## config.mk

```make
export PLATFORM = sky130hd
export DESIGN_NAME = rl_client_cell
export DESIGN_NICKNAME = d
export VERILOG_FILES = /design/src/hdl/rl_pkg.sv /design/src/hdl/rl_client_cell.sv
export SDC_FILE = /design/constraint.sdc
export NUM_CORES = 2
export LEC_CHECK = 0
export ABC_AREA = 0
export BUFFER_PORTS_ARGS = -buffer_cell sky130_fd_sc_hd__buf_2
export CORE_MARGIN = 4
export CORE_UTILIZATION = 40
export DETAILED_ROUTE_END_ITERATION = 10
export PLACE_DENSITY = 0.65
export SKIP_CTS_REPAIR_TIMING = 1
export SYNTH_ARGS = -nofsm -noshare
export SYNTH_HDL_FRONTEND = slang
export SYNTH_SLANG_ARGS = --single-unit
```

## constraint.sdc

```tcl
create_clock -name clk -period 6.8 [get_ports clk]
set_clock_uncertainty 0.15 [all_clocks]
set_input_delay 1.36 -clock clk [delete_from_list [all_inputs] [get_ports clk]]
set_output_delay 1.36 -clock clk [all_outputs]
set_load 0.05 [all_outputs]
```

## src/hdl/rl_pkg.sv

```systemverilog
// ----------------------------------------------------------------------------
// rl_pkg
// Shared codes and types of the per-client rate limiter.
// ----------------------------------------------------------------------------
package rl_pkg;

	// command codes
	localparam logic [1:0] CMD_CHECK   = 2'd0;
	localparam logic [1:0] CMD_REQUEST = 2'd1;
	localparam logic [1:0] CMD_FAILED  = 2'd2;
	localparam logic [1:0] CMD_CLEANUP = 2'd3;

	// configuration register indexes
	localparam logic [2:0] REG_WINDOW     = 3'd0;
	localparam logic [2:0] REG_MAX_REQ    = 3'd1;
	localparam logic [2:0] REG_MAX_FAILED = 3'd2;
	localparam logic [2:0] REG_LOCKOUT    = 3'd3;
	localparam logic [2:0] REG_INTERVAL   = 3'd4;

	// cell operations
	localparam logic [2:0] OP_NOP    = 3'd0;
	localparam logic [2:0] OP_ALLOC  = 3'd1;
	localparam logic [2:0] OP_PRUNE  = 3'd2;
	localparam logic [2:0] OP_APPEND = 3'd3;
	localparam logic [2:0] OP_FAIL   = 3'd4;
	localparam logic [2:0] OP_CLEAN  = 3'd5;

	// control broadcast from the sequencer to every cell
	typedef struct packed {
		logic [2:0]  op;
		logic        first;
		logic [31:0] ip;
		logic [31:0] now;
		logic [31:0] window;
		logic [31:0] lockout;
		logic [7:0]  max_failed;
		logic [31:0] interval;
	} cell_ctl_t;

	// status returned by each cell
	typedef struct packed {
		logic match;
		logic free;
		logic blocked;
		logic evict;
	} cell_stat_t;

endpackage

```

## src/hdl/rl_client_cell.sv

```systemverilog
// ----------------------------------------------------------------------------
// rl_client_cell
// One table entry: address, lockout state, last-seen time and a shift line
// of request stamps, oldest at slot 0.
// ----------------------------------------------------------------------------
module rl_client_cell #(
	parameter int SLOTS = 16
) (
	input  logic                       clk,
	input  logic                       arst_n,
	input  logic                       en,
	input  rl_pkg::cell_ctl_t          ctl,
	output rl_pkg::cell_stat_t         stat,
	output logic [$clog2(SLOTS+1)-1:0] count
);
	import rl_pkg::*;

	localparam int CW   = $clog2(SLOTS + 1);
	localparam int IW   = $clog2(SLOTS);
	localparam int HALF = SLOTS / 2;
	localparam int KEEP = SLOTS - HALF;

	logic          valid_q;
	logic [31:0]   addr_q;
	logic [7:0]    failed_q;
	logic [31:0]   deadline_q;
	logic [31:0]   seen_q;
	logic [CW-1:0] cnt_q;
	logic [CW-1:0] kept_q;
	logic [31:0]   slot_q [SLOTS];

	logic [CW-1:0] kept_eff;
	logic          pending;
	logic          keep_head;
	logic [CW-1:0] cnt_dec;
	logic [IW-1:0] last_idx;
	logic [IW-1:0] tail_idx;
	logic [7:0]    fail_inc;

	// prune bookkeeping: stamps ahead of the kept ones are still unvisited
	always_comb begin
		kept_eff  = ctl.first ? '0 : kept_q;
		pending   = cnt_q > kept_eff;
		keep_head = (ctl.now - slot_q[0]) <= ctl.window;
		cnt_dec   = cnt_q - CW'(1);
		last_idx  = cnt_dec[IW-1:0];
		tail_idx  = cnt_q[IW-1:0];
		fail_inc  = failed_q + 8'd1;
	end

	// status
	assign stat.match   = valid_q && (addr_q == ctl.ip);
	assign stat.free    = !valid_q;
	assign stat.blocked = deadline_q > ctl.now;
	assign stat.evict   = valid_q && ((ctl.now - seen_q) > ctl.interval);
	assign count        = cnt_q;

	// entry valid
	always_ff @(posedge clk or negedge arst_n) begin
		if (!arst_n) begin
			valid_q <= 1'b0;
		end else if (en && ctl.op == OP_ALLOC) begin
			valid_q <= 1'b1;
		end else if (en && ctl.op == OP_CLEAN && stat.evict) begin
			valid_q <= 1'b0;
		end
	end

	// entry payload and stamp line
	always_ff @(posedge clk) begin
		if (en) begin
			case (ctl.op)
				OP_ALLOC: begin
					addr_q     <= ctl.ip;
					failed_q   <= 8'd0;
					deadline_q <= 32'd0;
					cnt_q      <= '0;
				end
				OP_PRUNE: begin
					if (pending) begin
						// rotate: a kept head moves to the tail of the live stamps
						for (int i = 0; i < SLOTS - 1; i++) begin
							slot_q[i] <= (keep_head && i == int'(last_idx)) ?
								slot_q[0] : slot_q[i+1];
						end
						if (keep_head && last_idx == IW'(SLOTS - 1)) begin
							slot_q[SLOTS-1] <= slot_q[0];
						end
						if (keep_head) begin
							kept_q <= kept_eff + CW'(1);
						end else begin
							cnt_q  <= cnt_dec;
							kept_q <= kept_eff;
						end
					end else begin
						kept_q <= kept_eff;
					end
				end
				OP_APPEND: begin
					seen_q <= ctl.now;
					if (cnt_q == CW'(SLOTS)) begin
						for (int i = 0; i < KEEP; i++) begin
							slot_q[i] <= slot_q[i+HALF];
						end
						slot_q[KEEP] <= ctl.now;
						cnt_q <= CW'(KEEP + 1);
					end else begin
						slot_q[tail_idx] <= ctl.now;
						cnt_q <= cnt_q + CW'(1);
					end
				end
				OP_FAIL: begin
					seen_q <= ctl.now;
					if (fail_inc >= ctl.max_failed) begin
						deadline_q <= ctl.now + ctl.lockout;
						failed_q   <= 8'd0;
					end else begin
						failed_q <= fail_inc;
					end
				end
				default: begin
				end
			endcase
		end
	end

endmodule

```

==> flow_summary.toml <==
[placed_design]
dp_hpwl_um = 84000
port_buffers = 183
dp_slack_ns = -0.365
gp_congestion = 0.919

[synth]
synth-edff-count = 626
async_flop_share = 0.00159
synth-seq-cells = 627
yosysMostFrequentCell = "edfxtp_1"
ys_warn_count = 0
yosys.area.top_type = "edfxtp_1"
synth_nets = 4136
netlist_area_um2 = 39200
synthTopCellsByCount = "edfxtp_1 (626), a21oi_1 (569), mux2i_1 (482)"
yosysUniqueCellTypes = 67
syn_inst = 3747
synth_top_area_share = 0.480
ys_seq_area_frac = 0.481
syn_area_per_cell_um2 = 10.4
synth_area_leaders = "edfxtp_1 (48%), mux2i_1 (12%), a21oi_1 (7.3%)"
synth_ff_type = "edfxtp_1"

[floorplanning]
die_width_um = 321
die_height_um = 321
start_util = 0.404
die-area_um2 = 103000
io_pins = 184
coreArea_um2 = 96900
rows = 114

[clock_network]
clock_latency_ns = 0.64
cts_inserted_buffers = 69
clk_path_buf_depth = 3
clockRootBuffer = "clkbuf_16"
cts_max_level = 3
path_clk_slew_ns = 0.06
cts_tree = "done"
clock_sinks = 627

[power_and_ir_drop]
p_leak_uw = 0.0167
p_per_area_nw_per_um2 = 208
peakVddDrop_mv = 0.144

[worst_setup_path]
worst_ep_required_time_ns = 5.29
worstSetupEndpointType = "output port"
crit_arrival_ns = 5.16
worst-path-max-fanout = 4
start_kind = "primary input"
critPathKind = "primary input to output port"

[timing]
finalSetupViolCount = 0
rsz0062_at_grt = "yes"
period_share = 0.981
max-slew-margin-rel = 0.149
finalMaxSlewViolations = 0
tightest_slew_ns = 1.27
timing.fmax_mhz = 150
hold_violations = 0
fin_ws_ns = 0.126
fin_crit_ns = 6.67
holdWs_ns = 0.338

[detailed_routing]
drc = 0
viasPerCell = 5.83
vias = 30600
ant_nets = 0
drtIter0Drc = 3392
routed_wl_um = 120000
wl_per_cell_um = 22.8
dr.pass1.iters = 6

[finish]
layout-drive-gt1-share = 0.147
fill_cells = 8872
area_growth_pct = 14.4
fin_nets = 4320

[grt]
antenna_found_initial = 3
grt_max_degree = 66
grt_pass1_wl_um = 182000
grt_use_total = 0.227
first_global_vias = 30200
grt-ovfl-total = 0

[hold_path]
worstHoldPathType = "primary input to asynchronous set/reset pin"

[run]
maxCapViolCount = 0

[status]
status = "complete, no violations"
==> worst paths after layout <==
path | from | end | slack [ns] | cells past startpoint
hold / removal | arst_n | valid_q | 0.34 | 1
min in group clk | slot_q[6][17] | slot_q[5][17] | 0.46 | 2
setup reg to reg | slot_q[0][0] | slot_q[9][3] | 0.75 | 24
hold reg to reg | slot_q[6][17] | slot_q[5][17] | 0.46 | 2
max in group asynchronous | arst_n | valid_q | 6.08 | 1
setup / recovery | ctl[104] | stat[0] | 0.13 | 24
==> report_power, final <==
part | switching (uW) | internal [uW]
clock network | 1650 | 2030
logic | 751 | 552
registers | 40.6 | 4310
total | 2440 | 6900
==> metal layers <==
metal	vias to the layer above	GRT usage	routed length, um
li1	14300	-	-
met1	14800	0.308	49600
met2	1378	0.379	56700
met3	198	0.0343	10500
met4	2	0.0700	3200
met5	-	0	11
==> logic make-up (layout without fill, tap and decap cells) <==
kind of cell / after synthesis / in the layout / synth area share
xor gates and xnor gates: 121 / 121 / 0.0271
and+or+nand+nor: 682 / 682 / 0.0807
AOI/OAI and AO/OA: 1119 / 1119 / 0.164
buffers and inverters: 501 / 734 / 0.0546
adders and majority gates: 214 / 214 / 0.0690
muxes: 483 / 483 / 0.124
DFF: 627 / 627 / 0.481
other: 0 / 1 / 0
==> placed cells by master (no fill, tap or decap), drive strengths merged, types with 25 or more instances in the layout <==
cell / count
nor2: 321
nor3: 25
o21ai: 126
inv: 204
xnor2: 86
nor2b: 26
xor2: 35
ha: 211
clkbuf: 82
buf: 415
nand2: 151
edfxtp: 626
nand2b: 29
mux2i: 482
nand3: 27
a21o: 74
o22ai: 227
clkinv: 26
a21oi: 569
nand4: 35
==> cell type report <==
class	instances	area, um2	share of cell area
Sequential cell	627	18800	0.420
Antenna cell	1	2.50	0.0000559
Timing Repair Buffer	415	3000	0.0670
Tap cell	1276	1600	0.0356
Clock buffer	82	1780	0.0396
Clock inverter	38	349	0.00779
Inverter	199	747	0.0167
Multi-Input combinational cell	2619	18500	0.413
==> critical path, cell delays in order <==
cell	delay, ns
buf_2	0.11
inv_2	0.07
ha_4	0.13
inv_2	0.04
fa_2	0.38
a21oi_4	0.19
o211a_1	0.23
o211ai_1	0.11
buf_4	0.16
o2bb2ai_4	0.13
o21a_1	0.20
or2_4	0.25
xor2_2	0.14
ha_2	0.18
a21o_1	0.14
a21o_1	0.15
a21o_1	0.15
a21o_1	0.14
a21o_1	0.15
a21o_1	0.16
a21oi_2	0.12
o31a_1	0.25
nor3_4	0.05
buf_6	0.15
==> state kept, by name (all words and copies together) (netlist names) <==
name        cells
addr_q         32
count           5
deadline_q     32
failed_q        8
kept_q          5
seen_q         32
slot_q        512
valid_q         1
==> through the flow <==
step                      area (um2)  power (uW)  setup TNS (ns)  utilization  std cells
after floorplan                39200        5240               0            -       3747
after global placement         42500        5670           -7.26        0.439       5134
after detailed placement       42500        5690          -17.90        0.439       5134
after CTS                      44600        9330          -0.398        0.461       5254
after global routing           44800        9660         -0.0705        0.462       5257
final                          44800        9330               0        0.462       5257
Note: power is estimated with default switching activity, not from simulation.
